--- src/sv/timestamp_event_builder_top_defines.svh ---
// Assertion macros shared by the timestamp event builder modules.
`ifndef TIMESTAMP_EVENT_BUILDER_TOP_DEFINES_SVH
`define TIMESTAMP_EVENT_BUILDER_TOP_DEFINES_SVH

// Same-cycle implication, sampled on clk_i, off while rst_ni is low.
`define TEB_ASSERT_HOLD(lbl, ante, cons, msg) \
  lbl: assert property (@(posedge clk_i) disable iff (!rst_ni) (ante) |-> (cons)) \
    else $error(msg);

// Next-cycle implication, sampled on clk_i, off while rst_ni is low.
`define TEB_ASSERT_NEXT(lbl, ante, cons, msg) \
  lbl: assert property (@(posedge clk_i) disable iff (!rst_ni) (ante) |=> (cons)) \
    else $error(msg);

`endif

--- src/sv/teb_pkg.sv ---
// Shared types, constants and helpers of the timestamp event builder.
package teb_pkg;

  // Detector slots per event
  localparam int NUM_DETECTORS = 5;
  localparam int SLOT_W        = (NUM_DETECTORS > 1) ? $clog2(NUM_DETECTORS) : 1;
  localparam int SLOW_COUNT    = (NUM_DETECTORS < 4) ? NUM_DETECTORS : 4;

  // Word layout
  localparam int WORD_W   = 32;
  localparam int STAMP_W  = 48;
  localparam int IDENT_W  = 12;
  localparam int ADC_W    = 16;
  localparam int ENERGY_W = 17;
  localparam int TIME_W   = 64;
  localparam int SCALED_W = 63;
  localparam int DET_W    = 3;

  localparam logic [WORD_W-1:0] FILL_WORD = 32'h5e5e_5e5e;
  localparam logic [WORD_W-1:0] ONES_WORD = 32'hffff_ffff;
  localparam logic [WORD_W-1:0] DATA_MASK = 32'hc000_0000;
  localparam logic [WORD_W-1:0] SYNC_MASK = 32'hc0f0_0000;
  localparam logic [WORD_W-1:0] SYNC_CODE = 32'h8040_0000;
  localparam logic [6:0]        CARD_SKIP = 7'd99;

  localparam logic [IDENT_W-1:0] SLOW_BASE = 12'd64;
  localparam logic [IDENT_W-1:0] FAST_BASE = 12'd72;
  localparam logic [IDENT_W-1:0] TIME_BASE = 12'd88;

  localparam logic [2:0]  COARSE_SKIP = 3'd7;
  localparam logic [14:0] STAMP_SCALE = 15'd25000;

  // Configuration
  localparam int CFG_IDX_W  = 1;
  localparam int CFG_DATA_W = 32;
  localparam logic [CFG_IDX_W-1:0] CFG_EVENT_WINDOW = 1'd0;
  localparam logic [CFG_IDX_W-1:0] CFG_WRAP_GUARD   = 1'd1;
  localparam logic [15:0] WINDOW_RESET = 16'd9;
  localparam logic [27:0] GUARD_RESET  = 28'd26;

  // Queue between front and back
  localparam int Q_DEPTH = 2;
  localparam int Q_PTR_W = (Q_DEPTH > 1) ? $clog2(Q_DEPTH) : 1;
  localparam int Q_CNT_W = $clog2(Q_DEPTH + 1);

  localparam int IN_TDATA_W  = 64;
  localparam int OUT_TDATA_W = 104;

  typedef enum logic [1:0] {
    HIT_NONE,
    HIT_SLOW,
    HIT_FAST,
    HIT_TIME
  } hit_kind_e;

  typedef struct packed {
    logic [15:0] event_window;
    logic [27:0] wrap_guard;
  } teb_cfg_t;

  // One queued request: close flag, hit to store, scaled stamp
  typedef struct packed {
    logic                close;
    hit_kind_e           kind;
    logic [SLOT_W-1:0]   slot;
    logic [ADC_W-1:0]    adc;
    logic [SCALED_W-1:0] scaled;
  } teb_op_t;

  // coarse * 5000
  function automatic logic [15:0] coarse_offset(input logic [2:0] coarse);
    logic [15:0] off;
    case (coarse)
      3'd0:    off = 16'd0;
      3'd1:    off = 16'd5000;
      3'd2:    off = 16'd10000;
      3'd3:    off = 16'd15000;
      3'd4:    off = 16'd20000;
      3'd5:    off = 16'd25000;
      3'd6:    off = 16'd30000;
      default: off = 16'd35000;
    endcase
    return off;
  endfunction

endpackage

--- src/sv/timestamp_event_builder_top.sv ---
// Top level: configuration registers, front end, request queue, back end.
// The front takes one word pair per cycle while its stage is free or leaving; a data pair
// is registered in that stage, then offered to the queue if it closes or stores a hit.
// The back end pops a plain hit store from idle; for a closing request it emits one result
// per cycle while the output is free, one per detector slot, and pops with the last.
// rst_ni (async, active low): window 9, guard 26, stamps 0, all slots -1.
module timestamp_event_builder_top (
  input  logic                             clk_i,
  input  logic                             rst_ni,
  input  logic                             s_axis_tvalid,
  output logic                             s_axis_tready,
  input  logic [teb_pkg::IN_TDATA_W-1:0]   s_axis_tdata,   // ts_low, data_word
  output logic                             m_axis_tvalid,
  input  logic                             m_axis_tready,
  output logic [teb_pkg::OUT_TDATA_W-1:0]  m_axis_tdata,   // detector, slow_energy,
                                                           // fast_energy, hit_time, pad
  output logic                             m_axis_tlast,   // last_slot
  input  logic                             cfg_valid_i,
  output logic                             cfg_ready_o,
  input  logic [teb_pkg::CFG_IDX_W-1:0]    cfg_index_i,
  input  logic [teb_pkg::CFG_DATA_W-1:0]   cfg_data_i
);
  import teb_pkg::*;

  teb_cfg_t cfg_q;
  teb_op_t  fq_op, qb_op;
  logic     fq_valid, fq_ready, qb_valid, qb_pop;

  assign cfg_ready_o = 1'b1;

  // Configuration writes
  always_ff @(posedge clk_i or negedge rst_ni) begin
    if (!rst_ni) begin
      cfg_q.event_window <= WINDOW_RESET;
      cfg_q.wrap_guard   <= GUARD_RESET;
    end else if (cfg_valid_i) begin
      unique case (cfg_index_i)
        CFG_EVENT_WINDOW: cfg_q.event_window <= cfg_data_i[15:0];
        CFG_WRAP_GUARD:   cfg_q.wrap_guard   <= cfg_data_i[27:0];
        default: ;
      endcase
    end
  end

  teb_front u_front (
    .clk_i         (clk_i),
    .rst_ni        (rst_ni),
    .cfg_i         (cfg_q),
    .s_axis_tvalid (s_axis_tvalid),
    .s_axis_tready (s_axis_tready),
    .s_axis_tdata  (s_axis_tdata),
    .op_valid_o    (fq_valid),
    .op_ready_i    (fq_ready),
    .op_o          (fq_op)
  );

  teb_queue u_queue (
    .clk_i   (clk_i),
    .rst_ni  (rst_ni),
    .push_i  (fq_valid),
    .ready_o (fq_ready),
    .op_i    (fq_op),
    .valid_o (qb_valid),
    .pop_i   (qb_pop),
    .op_o    (qb_op)
  );

  teb_back u_back (
    .clk_i         (clk_i),
    .rst_ni        (rst_ni),
    .op_valid_i    (qb_valid),
    .op_pop_o      (qb_pop),
    .op_i          (qb_op),
    .m_axis_tvalid (m_axis_tvalid),
    .m_axis_tready (m_axis_tready),
    .m_axis_tdata  (m_axis_tdata),
    .m_axis_tlast  (m_axis_tlast)
  );

endmodule

--- src/sv/teb_front.sv ---
// Front end: takes word pairs, rebuilds the stamp, decides event close.
module teb_front (
  input  logic                            clk_i,
  input  logic                            rst_ni,
  input  teb_pkg::teb_cfg_t               cfg_i,
  input  logic                            s_axis_tvalid,
  output logic                            s_axis_tready,
  input  logic [teb_pkg::IN_TDATA_W-1:0]  s_axis_tdata,   // ts_low, data_word
  output logic                            op_valid_o,
  input  logic                            op_ready_i,
  output teb_pkg::teb_op_t                op_o
);
  import teb_pkg::*;

  logic [WORD_W-1:0]  lo, dw;
  logic [IDENT_W-1:0] ident, slow_off, fast_off, time_off;
  logic [ADC_W-1:0]   adc;
  logic               accept, is_filler, is_data, is_sync, data_take, wrap_hit;
  logic [STAMP_W-1:0] merged, wrapped, data_stamp, sync_stamp;
  hit_kind_e          kind;
  logic [SLOT_W-1:0]  slot;

  logic [STAMP_W-1:0] cur_q, cur_d, prev_q, prev_d;
  logic               wrap_done_q, wrap_done_d;

  logic               st_valid_q, st_valid_d;
  logic [STAMP_W-1:0] st_stamp_q;
  hit_kind_e          st_kind_q;
  logic [SLOT_W-1:0]  st_slot_q;
  logic [ADC_W-1:0]   st_adc_q;

  logic [STAMP_W+1:0]  diff;
  logic                close, needs_push, st_leave;
  logic [SCALED_W-1:0] scaled;

  assign lo     = s_axis_tdata[WORD_W-1:0];
  assign dw     = s_axis_tdata[2*WORD_W-1:WORD_W];
  assign accept = s_axis_tvalid && s_axis_tready;

  // Pair classification
  assign is_filler = ((lo == '0) && (dw == '0)) ||
                     ((lo == FILL_WORD) && ((dw == FILL_WORD) || (dw == ONES_WORD)));
  assign is_data   = (dw & DATA_MASK) == DATA_MASK;
  assign is_sync   = (dw & SYNC_MASK) == SYNC_CODE;
  assign ident     = dw[27:16];
  assign adc       = dw[15:0];
  assign data_take = !is_filler && is_data && (ident[11:5] != CARD_SKIP);

  // Stamp rebuild; low word bits 31..28 overlap the stored high part
  assign merged     = {cur_q[47:32], cur_q[31:28] | lo[31:28], lo[27:0]};
  assign wrap_hit   = (lo <= {4'b0, cfg_i.wrap_guard}) && !wrap_done_q;
  assign wrapped    = {merged[47:28] + 20'd1, merged[27:0]};
  assign data_stamp = wrap_hit ? wrapped : merged;
  assign sync_stamp = {dw[19:4], dw[3:0] | lo[31:28], lo[27:0]};

  // Hit kind by ident range
  assign slow_off = ident - SLOW_BASE;
  assign fast_off = ident - FAST_BASE;
  assign time_off = ident - TIME_BASE;

  always_comb begin
    kind = HIT_NONE;
    slot = '0;
    if (slow_off < IDENT_W'(SLOW_COUNT)) begin
      kind = HIT_SLOW;
      slot = slow_off[SLOT_W-1:0];
    end else if (fast_off < IDENT_W'(NUM_DETECTORS)) begin
      kind = HIT_FAST;
      slot = fast_off[SLOT_W-1:0];
    end else if ((time_off < IDENT_W'(NUM_DETECTORS)) && (adc[15:13] != COARSE_SKIP)) begin
      kind = HIT_TIME;
      slot = time_off[SLOT_W-1:0];
    end
  end

  // Stage two: step against previous data stamp
  assign diff       = {2'b00, st_stamp_q} - {2'b00, prev_q};
  assign close      = !diff[STAMP_W+1] && (diff[STAMP_W:0] >= (STAMP_W+1)'(cfg_i.event_window));
  assign scaled     = SCALED_W'(st_stamp_q) * SCALED_W'(STAMP_SCALE);
  assign needs_push = close || (st_kind_q != HIT_NONE);
  assign st_leave   = st_valid_q && (!needs_push || op_ready_i);

  assign s_axis_tready = !st_valid_q || st_leave;
  assign op_valid_o    = st_valid_q && needs_push;
  assign op_o.close    = close;
  assign op_o.kind     = st_kind_q;
  assign op_o.slot     = st_slot_q;
  assign op_o.adc      = st_adc_q;
  assign op_o.scaled   = scaled;

  // Stamp state updates
  always_comb begin
    cur_d       = cur_q;
    wrap_done_d = wrap_done_q;
    prev_d      = prev_q;
    st_valid_d  = st_valid_q;
    if (st_leave) begin
      prev_d     = st_stamp_q;
      st_valid_d = 1'b0;
    end
    if (accept && data_take) begin
      cur_d      = data_stamp;
      st_valid_d = 1'b1;
      if (wrap_hit) begin
        wrap_done_d = 1'b1;
      end
    end else if (accept && !is_filler && is_sync) begin
      cur_d       = sync_stamp;
      wrap_done_d = 1'b0;
    end
  end

  always_ff @(posedge clk_i or negedge rst_ni) begin
    if (!rst_ni) begin
      cur_q       <= '0;
      prev_q      <= '0;
      wrap_done_q <= 1'b0;
      st_valid_q  <= 1'b0;
    end else begin
      cur_q       <= cur_d;
      prev_q      <= prev_d;
      wrap_done_q <= wrap_done_d;
      st_valid_q  <= st_valid_d;
    end
  end

  // Stage payload
  always_ff @(posedge clk_i) begin
    if (accept && data_take) begin
      st_stamp_q <= data_stamp;
      st_kind_q  <= kind;
      st_slot_q  <= slot;
      st_adc_q   <= adc;
    end
  end

endmodule

--- src/sv/teb_queue.sv ---
// Short request queue between front and back ends.
`include "timestamp_event_builder_top_defines.svh"
module teb_queue (
  input  logic             clk_i,
  input  logic             rst_ni,
  input  logic             push_i,
  output logic             ready_o,
  input  teb_pkg::teb_op_t op_i,
  output logic             valid_o,
  input  logic             pop_i,
  output teb_pkg::teb_op_t op_o
);
  import teb_pkg::*;

  teb_op_t            mem_q [Q_DEPTH];
  logic [Q_PTR_W-1:0] wr_q, rd_q;
  logic [Q_CNT_W-1:0] count_q;
  logic               push, pop;

  assign ready_o = count_q != Q_CNT_W'(Q_DEPTH);
  assign valid_o = count_q != '0;
  assign push    = push_i && ready_o;
  assign pop     = pop_i && valid_o;
  assign op_o    = mem_q[rd_q];

  // Pointers and fill count
  always_ff @(posedge clk_i or negedge rst_ni) begin
    if (!rst_ni) begin
      wr_q    <= '0;
      rd_q    <= '0;
      count_q <= '0;
    end else begin
      if (push) begin
        wr_q <= (wr_q == Q_PTR_W'(Q_DEPTH - 1)) ? '0 : wr_q + Q_PTR_W'(1);
      end
      if (pop) begin
        rd_q <= (rd_q == Q_PTR_W'(Q_DEPTH - 1)) ? '0 : rd_q + Q_PTR_W'(1);
      end
      if (push && !pop) begin
        count_q <= count_q + Q_CNT_W'(1);
      end else if (pop && !push) begin
        count_q <= count_q - Q_CNT_W'(1);
      end
    end
  end

  // Entry storage
  always_ff @(posedge clk_i) begin
    if (push) begin
      mem_q[wr_q] <= op_i;
    end
  end

  `TEB_ASSERT_HOLD(a_cnt_range, 1'b1, count_q <= Q_CNT_W'(Q_DEPTH), "queue count overflow")
  `TEB_ASSERT_NEXT(a_cnt_up, push && !pop, count_q == $past(count_q) + Q_CNT_W'(1), "push lost")
  `TEB_ASSERT_HOLD(a_empty_ptr, count_q == '0, wr_q == rd_q, "empty queue pointers differ")

endmodule

--- src/sv/teb_back.sv ---
// Back end: holds detector slots, emits closed events, stores hits.
`include "timestamp_event_builder_top_defines.svh"
module teb_back (
  input  logic                             clk_i,
  input  logic                             rst_ni,
  input  logic                             op_valid_i,
  output logic                             op_pop_o,
  input  teb_pkg::teb_op_t                 op_i,
  output logic                             m_axis_tvalid,
  input  logic                             m_axis_tready,
  output logic [teb_pkg::OUT_TDATA_W-1:0]  m_axis_tdata,  // detector, slow_energy,
                                                          // fast_energy, hit_time, pad
  output logic                             m_axis_tlast   // last_slot
);
  import teb_pkg::*;

  localparam logic [0:0] B_IDLE = 1'b0;
  localparam logic [0:0] B_EMIT = 1'b1;
  localparam logic [SLOT_W-1:0] LAST_SLOT = SLOT_W'(NUM_DETECTORS - 1);

  logic [0:0]        state_q, state_d;
  logic [SLOT_W-1:0] cnt_q, cnt_d;

  logic signed [ENERGY_W-1:0] slow_q [NUM_DETECTORS];
  logic signed [ENERGY_W-1:0] fast_q [NUM_DETECTORS];
  logic signed [TIME_W-1:0]   time_q [NUM_DETECTORS];

  logic                       out_valid_q, out_valid_d, out_last_q;
  logic [DET_W-1:0]           out_det_q;
  logic [ENERGY_W-1:0]        out_slow_q, out_fast_q;
  logic [TIME_W-1:0]          out_time_q;

  logic                out_free, emit, store, clear;
  logic [16:0]         off_sum;
  logic [TIME_W-1:0]   time_val;

  assign out_free = !out_valid_q || m_axis_tready;

  // Hit time: scaled stamp plus coarse and fine parts
  assign off_sum  = 17'(coarse_offset(op_i.adc[15:13])) + 17'(op_i.adc[12:0]);
  assign time_val = {1'b0, op_i.scaled} + TIME_W'(off_sum);

  // Sequencer
  always_comb begin
    state_d  = state_q;
    cnt_d    = cnt_q;
    op_pop_o = 1'b0;
    emit     = 1'b0;
    store    = 1'b0;
    clear    = 1'b0;
    unique case (state_q)
      B_IDLE: begin
        if (op_valid_i) begin
          if (op_i.close) begin
            state_d = B_EMIT;
            cnt_d   = '0;
          end else begin
            store    = 1'b1;
            op_pop_o = 1'b1;
          end
        end
      end
      B_EMIT: begin
        if (out_free) begin
          emit = 1'b1;
          if (cnt_q == LAST_SLOT) begin
            clear    = 1'b1;
            store    = 1'b1;
            op_pop_o = 1'b1;
            state_d  = B_IDLE;
          end else begin
            cnt_d = cnt_q + SLOT_W'(1);
          end
        end
      end
      default: state_d = B_IDLE;
    endcase
  end

  always_comb begin
    out_valid_d = out_valid_q;
    if (emit) begin
      out_valid_d = 1'b1;
    end else if (m_axis_tready) begin
      out_valid_d = 1'b0;
    end
  end

  always_ff @(posedge clk_i or negedge rst_ni) begin
    if (!rst_ni) begin
      state_q     <= B_IDLE;
      cnt_q       <= '0;
      out_valid_q <= 1'b0;
    end else begin
      state_q     <= state_d;
      cnt_q       <= cnt_d;
      out_valid_q <= out_valid_d;
    end
  end

  // Detector slots: the new hit wins over the clear on close
  always_ff @(posedge clk_i or negedge rst_ni) begin
    if (!rst_ni) begin
      for (int j = 0; j < NUM_DETECTORS; j++) begin
        slow_q[j] <= '1;
        fast_q[j] <= '1;
        time_q[j] <= '1;
      end
    end else begin
      for (int j = 0; j < NUM_DETECTORS; j++) begin
        if (store && (op_i.slot == SLOT_W'(j)) && (op_i.kind == HIT_SLOW)) begin
          slow_q[j] <= {1'b0, op_i.adc};
        end else if (clear) begin
          slow_q[j] <= '1;
        end
        if (store && (op_i.slot == SLOT_W'(j)) && (op_i.kind == HIT_FAST)) begin
          fast_q[j] <= {1'b0, op_i.adc};
        end else if (clear) begin
          fast_q[j] <= '1;
        end
        if (store && (op_i.slot == SLOT_W'(j)) && (op_i.kind == HIT_TIME)) begin
          time_q[j] <= time_val;
        end else if (clear) begin
          time_q[j] <= '1;
        end
      end
    end
  end

  // Output register
  always_ff @(posedge clk_i) begin
    if (emit) begin
      out_det_q  <= DET_W'(cnt_q) + DET_W'(1);
      out_slow_q <= slow_q[cnt_q];
      out_fast_q <= fast_q[cnt_q];
      out_time_q <= time_q[cnt_q];
      out_last_q <= cnt_q == LAST_SLOT;
    end
  end

  assign m_axis_tvalid = out_valid_q;
  assign m_axis_tlast  = out_last_q;
  assign m_axis_tdata  = {3'b000, out_time_q, out_fast_q, out_slow_q, out_det_q};

  `TEB_ASSERT_HOLD(a_cnt_range, state_q == B_EMIT, cnt_q <= LAST_SLOT, "slot counter overrun")
  `TEB_ASSERT_HOLD(a_pop_valid, op_pop_o, op_valid_i, "pop from empty queue")
  `TEB_ASSERT_HOLD(a_last_det, m_axis_tvalid && m_axis_tlast, out_det_q == DET_W'(NUM_DETECTORS), "last flag on wrong slot")

endmodule

--- config.mk ---
export PLATFORM = sky130hd
export DESIGN_NAME = timestamp_event_builder_top
export DESIGN_NICKNAME = d
export VERILOG_FILES = /design/src/sv/teb_pkg.sv /design/src/sv/timestamp_event_builder_top.sv /design/src/sv/teb_front.sv /design/src/sv/teb_queue.sv /design/src/sv/teb_back.sv
export VERILOG_INCLUDE_DIRS = /design/src /design/src/sv
export SDC_FILE = /design/constraint.sdc
export NUM_CORES = 2
export LEC_CHECK = 0
export ABC_AREA = 1
export BUFFER_PORTS_ARGS = -buffer_cell sky130_fd_sc_hd__clkbuf_2
export CAP_MARGIN = 20
export CORE_MARGIN = 4
export CORE_UTILIZATION = 30
export CTS_CLUSTER_SIZE = 12
export DETAILED_ROUTE_END_ITERATION = 16
export PLACE_DENSITY = 0.54
export SLEW_MARGIN = 10
export SYNTH_ARGS = -nofsm -noshare
export SYNTH_HDL_FRONTEND = slang
export SYNTH_HIERARCHICAL = 1
export SYNTH_SLANG_ARGS = --single-unit
--- constraint.sdc ---
create_clock -name clk_i -period 8.3 [get_ports clk_i]
set_input_delay 1.66 -clock clk_i [delete_from_list [all_inputs] [get_ports clk_i]]
set_output_delay 1.66 -clock clk_i [all_outputs]
set_load 0.005 [all_outputs]
# Word-level counts from Yosys, hierarchy flattened
# Memories as Yosys holds them, arrays and structs flattened.
# Index checks and enable logic that the tools add are counted.
# W data, S select, Z words.
[op_classes] muxes=66 magnitude_cmp=6 bitwise_logic=5 addsub=12 n_mul=1 reduce_logical=80 n_eq_ne=27
[op_table] op="$mux W64" n=8
[op_table] op="$mux W17" n=15
[op_table] op="$bmux W64 S3" n=1
[op_table] op="$mux W48" n=3
[op_table] op="$pmux W16 S7" n=1
[op_table] op="$bmux W17 S3" n=2
[op_table] op="$add A63 B17 Y64" n=1
[op_table] op="$eq A32 B31 Y1 const B" n=2
[op_table] op="$logic_not A32 Y1" n=2
[op_table] op="$mul A48 B12 Y60 const B" n=1
[op_table] op="$ge A49 B16 Y1" n=1
[op_table] op="$sub A48 B48 Y49" n=1
[op_table] op="$reduce_bool A2 Y1" n=21
[op_table] op="$logic_and A1 B1 Y1" n=37
[op_table] op="$lt A12 B3 Y1 const B" n=3
[op_table] op="$sub A12 B7 Y12 const B" n=3
[op_table] op="$eq A32 B32 Y1 const B" n=1
[op_table] op="$le A32 B28 Y1" n=1
[op_table] op="$mux W1" n=22
[op_table] op="$mux W3" n=7
[op_table] op="$add A20 B1 Y20 const B" n=1
[op_table] op="$add A16 B13 Y17" n=1
[op_table] op="$eq A3 B3 Y1 const B" n=5
[op_table] op="$eq A3 B2 Y1 const B" n=4
[op_table] op="other kinds (24)" n=53
[word_totals] out_inout_bits=108 ff_bits=812 word_cells=234 mem_count=1 mem_bits_rw=164 input_bits=102
[mem_list] memory="u_queue.mem_q" words=2 word_bits=82 rd=1 rd_clocked_by_memory_dff=0 wr=1 line="teb_queue.sv:15" text="teb_op_t mem_q [Q_DEPTH];"

# Logic depth before layout (Yosys ltp)
[logic_depth] word_depth=13 mapped_depth=34

# Hierarchy
# Netlist, hierarchy kept.
[modules_own_cells] mod="teb_back" cells_each=3738 instances=1 area_per_inst_um2=30634.4
[modules_own_cells] mod="teb_front" cells_each=2740 instances=1 area_per_inst_um2=21072.7
[modules_own_cells] mod="teb_queue" cells_each=473 instances=1 area_per_inst_um2=6417.4
[modules_own_cells] mod="timestamp_event_builder_top" cells_each=193 instances=1 area_per_inst_um2=1762.9

# Worst setup path after synthesis
# No wires, ideal clock.
[synth_path] path_kind="reg-to-reg" startpoint="register u_front.st_stamp_q[0]" endpoint="memory u_queue/mem_q[0][0] (netlist name), enable pin" path_slack_ns=1.152 path_stages_with_launch=29 n_path_buf=0 t_arrival_ns=6.619 path_cell_list="edfxtp_1 inv_1 ha_1 fa_1 inv_1 nand2_1 nand2_1 nand3_1 nand2_1 nand2_1 nand2_1 xor2_1 ha_1 nand2_1 nor3_1 nand2_1 nand2_1 nand2_1 nand2_1 a21oi_1 nand3_1 nor2_1 nand4_1 nor2_1 nand3_1 nand2_2 a21boi_0 nand2_1 nor2_1"
[synth_via] elab_chain_cells=8 elab_cells_between_ends=9
[synth_lines] element="from (decl)" line="teb_front.sv:27" text="logic [STAMP_W-1:0] st_stamp_q;"
[synth_lines] element="from (signal assigned)" line="teb_front.sv:130" text="st_stamp_q <= data_stamp;"
[synth_lines] element="$sub A48 B48 Y49 *" line="teb_front.sv:77" text="assign diff = {2'b00, st_stamp_q} - {2'b00, prev_q};"
[synth_lines] element="$ge A49 B16 Y1 / $logic_not A1 Y1 (equally long branches)" line="teb_front.sv:78" text="assign close = !diff[STAMP_W+1] && (diff[STAMP_W:0] >= (STAMP_W+1)'(cfg_i.event_window));"
[synth_lines] element="$logic_and A1 B1 Y1 *" line="teb_front.sv:78"
[synth_lines] element="$logic_or A1 B1 Y1 *" line="teb_front.sv:80" text="assign needs_push = close || (st_kind_q != HIT_NONE);"
[synth_lines] element="$logic_and A1 B1 Y1 *" line="teb_front.sv:84" text="assign op_valid_o = st_valid_q && needs_push;"
[synth_lines] element="via fq_valid" line="timestamp_event_builder_top.sv:27" text="logic fq_valid, fq_ready, qb_valid, qb_pop;"
[synth_lines] element="$logic_and A1 B1 Y1 *" line="teb_queue.sv:22" text="assign push = push_i && ready_o;"
[synth_lines] element="$mux W1 *" line="teb_queue.sv:49" text="if (push) begin"
[synth_lines] element="$mux W1 (not written as such) *" line="teb_queue.sv:50" text="mem_q[wr_q] <= op_i;"
[synth_lines] element="to (decl)" line="teb_queue.sv:15"
# The timed path passes the listed nets; every way through them passes the cells marked *.

# Final worst setup path
[layout_path] startpoint="register u_front.st_stamp_q[0]" endpoint="output s_axis_tready"
[layout_via] elab_chain_cells=8 elab_cells_between_ends=9
[layout_lines] element="$sub A48 B48 Y49 *" line="teb_front.sv:77"
[layout_lines] element="$ge A49 B16 Y1 / $logic_not A1 Y1 (equally long branches)" line="teb_front.sv:78"
[layout_lines] element="$logic_and A1 B1 Y1 *" line="teb_front.sv:78"
[layout_lines] element="$logic_or A1 B1 Y1 *" line="teb_front.sv:80"
[layout_lines] element="$logic_not A1 Y1 *" line="teb_front.sv:81" text="assign st_leave = st_valid_q && (!needs_push || op_ready_i);"
[layout_lines] element="$logic_or A1 B1 Y1 *" line="teb_front.sv:81"
[layout_lines] element="$logic_and A1 B1 Y1 *" line="teb_front.sv:81"
[layout_lines] element="$logic_or A1 B1 Y1 *" line="teb_front.sv:83" text="assign s_axis_tready = !st_valid_q || st_leave;"
[layout_lines] element="to (decl)" line="timestamp_event_builder_top.sv:11" text="output logic s_axis_tready,"
# Every way passes the cells marked *; elsewhere a longest branch is shown, timed or not.

==> results.cfg <==
[status]
status = complete, no violations

[critical_path]
slowest_stage = edfxtp_1
cp_max_fo = 7
end_kind = primary output
slowest_delay_ns = 0.72
start_kind = flop
path_class = flop to primary output
required_ns = 6.64
crit_top_cell = nand2_1
critPathArrivalTime_ns = 5.45

[sta]
setup_ws_ns = 1.19
worst_pin_slew_ns = 1.09
hold_ws_ns = 0.408
setup_tns_ns = 0
skew_ns = 0.0813
final.min_clock_period_ns = 7.11
setup_viol = 0
slew_headroom_pct = 27.3
slew_viol_final = 0
timing.final.hold_violations = 0
timing.fmax_ghz = 0.141
grt_setup_unrepaired = no
post-route-period-util_pct = 85.7

[placed_design]
place_hpwl_mm = 131
dp_cells = 9781
dpl_worst_slack_ns = 1.95
gp_congestion = 0.933
portBuffers = 201

[logic_synthesis]
ys_seq_elements = 954
async_flop_share_pct = 64.3
ys.flop_type = dfstp_2
syn_avg_cell_area_um2 = 8.38
seq_area_frac_synth_pct = 43.7
netlist_area_um2 = 59900
synth-edff-count = 341
synthCells = 7144
ys_types = 64
yosys_warnings = 6

[clocking]
clk_pin_slew_worst_paths_ns = 0.06
root_buffer = clkbuf_16
clk_path_buf_depth = 3
cts_htree_levels = 3
clk_latency_ns = 0.77
cts-buffers-inserted = 106
cts.repair.resized = 0
cts_tree = done
cts_hold_buffers = 0
postCtsSetupBuffers = 0
numClockSinks = 954

[global_route]
use_met3_pct = 2.06
grt_pass1_vias = 47100
antenna_found_initial = 3
grt-ovfl-total = 0
grt_use_met1_pct = 24.1
grtUsageMet2_pct = 29.6
grt_first_pass_wirelength_mm = 286
busiest_layer = met2
grt_max_degree = 139
grt_usage_pct = 17.6

[die]
core-area_um2 = 198000
start_util_pct = 30.3
pin_count = 210
dieArea_um2 = 207000
die_w_um = 455
die_h_um = 455
rows = 163

[power]
leakagePower_nw = 31.8
p_per_area_nw_per_um2 = 385
vdd_drop_max_mv = 0.232

[layout]
nNetsFinal = 7888
final_cells = 9981
area_delta_synth_final_pct = 12.0
drive_gt1_share_pct = 14.6

[route]
ant_nets = 0
vias = 47882
wirelength_mm = 185
routedWlPerCell_um = 18.5
vias_per_cell = 4.80
drt_iter0_markers = 3790
drc = 0
first_pass_iters = 5

[run]
maxCapViolCount = 0

[min_path]
min-delay-path-class = flop to flop
-- metal layers --
layer | wire [um] | up-vias
met5 | 34 | -
met4 | 5050 | 4
met3 | 8910 | 237
met2 | 87200 | 1265
met1 | 83400 | 23192
li1 | - | 23184
-- logic make-up after synthesis --
kind of cell               Yosys count  synth area share, %
and+or+nand+nor                   2840                 20.2
buffers and inverters             1565                 10.3
AOI/OAI and AO/OA                 1124                 10.5
DFF                                954                 43.7
adders and majority gates          537                 13.5
xor gates and xnor gates           121                 1.77
other                                3               0.0188
-- worst paths after layout --
| check | startpoint | end | slack, ns | cells after the start |
|---|---|---|---|---|
| min in group asynchronous | rst_ni | u_back/cnt_q[0] | 1.07 | 1 |
| worst min register to register | u_front/st_adc_q[13] | u_queue/mem_q[0][76] | 0.41 | 0 |
| worst max register to register | u_front/st_stamp_q[0] | u_front/st_stamp_q[41] | 1.84 | 33 |
| worst max-delay path | u_front/st_stamp_q[0] | s_axis_tready | 1.19 | 28 |
| max in group asynchronous | rst_ni | u_back/time_q[57] | 5.73 | 2 |
| worst min-delay path | u_front/st_adc_q[13] | u_queue/mem_q[0][76] | 0.41 | 0 |
-- critical path, delay by kind of cell, from the launching register on --
family	cells	cell delay (ns)
and+or+nand+nor	17	1.83
xor gates and xnor gates	1	0.24
buffers and inverters	3	0.41
AOI/OAI and AO/OA	4	0.50
adders and majority gates	3	0.97
DFF	1	0.72
-- where the power goes --
part | internal [W] | switching, W | total, W
logic | 0.00402 | 0.00908 | 0.0131
clock network | 0.00273 | 0.00202 | 0.00475
registers | 0.00734 | 0.000660 | 0.00800
total | 0.0141 | 0.0118 | 0.0258
-- synth_stat cells (all sizes together), types with 32 or more instances --
master  number  area (um2)
nand2     1537        5830
inv       1304        4890
a21oi      522        2770
nor2       507        1960
dfstp      495       13000
nand3      456        2300
o21ai      449        2270
ha         354        4430
edfxtp     341       10200
fa         183        3660
buf        137         776
nor3       119         596
dfrtp      118        2950
clkbuf     117         443
nand4      105         657
xor2        69         604
or2         62         388
xnor2       52         455
a22oi       45         338
a221o       32         320
-- cells in the final DEF (no fill, tap or decap), types with 200 or more instances in the layout --
| master | n |
|---|---|
| ha_1 | 354 |
| dfstp_2 | 495 |
| a21oi_1 | 479 |
| clkbuf_2 | 200 |
| nand3_1 | 452 |
| inv_1 | 1286 |
| nand2_1 | 1513 |
| edfxtp_1 | 341 |
| nor2_1 | 483 |
| o21ai_0 | 436 |
-- state kept, by name (all words and copies together), names as in the netlist, 2 cells and up --
name / flops
u_back/time_q: 320
u_queue/mem_q: 170
u_back/fast_q: 85
u_back/slow_q: 85
u_back/out_time_q: 64
u_front/prev_q: 48
u_front/st_stamp_q: 48
cfg_q: 44
u_front/cur_q: 20
u_back/out_fast_q: 17
u_back/out_slow_q: 17
u_front/st_adc_q: 16
u_back/cnt_q: 3
u_back/out_det_q: 3
u_front/st_slot_q: 3
u_front/st_kind_q: 2
u_queue/count_q: 2
-- cell type report --
cell class | count | area (um2)
Fill cell | 20682 | 131000
Clock buffer | 164 | 3110
Multi-Input combinational cell | 4629 | 27600
Tap cell | 2640 | 3300
Inverter | 1311 | 4930
Antenna cell | 2 | 5.00
Timing Repair Buffer | 247 | 1420
Sequential cell | 954 | 26200
Clock inverter | 34 | 449
-- metrics by stage --
step	utilization, %	area [um2]	power, W
floorplan	-	59900	0.0166
CTS	33.9	67100	0.0260
finish	33.9	67100	0.0258
global route	33.9	67100	0.0280
global placement	32.1	63500	0.0210
detailed placement	32.1	63500	0.0211
(Power assumes the default switching activity.)
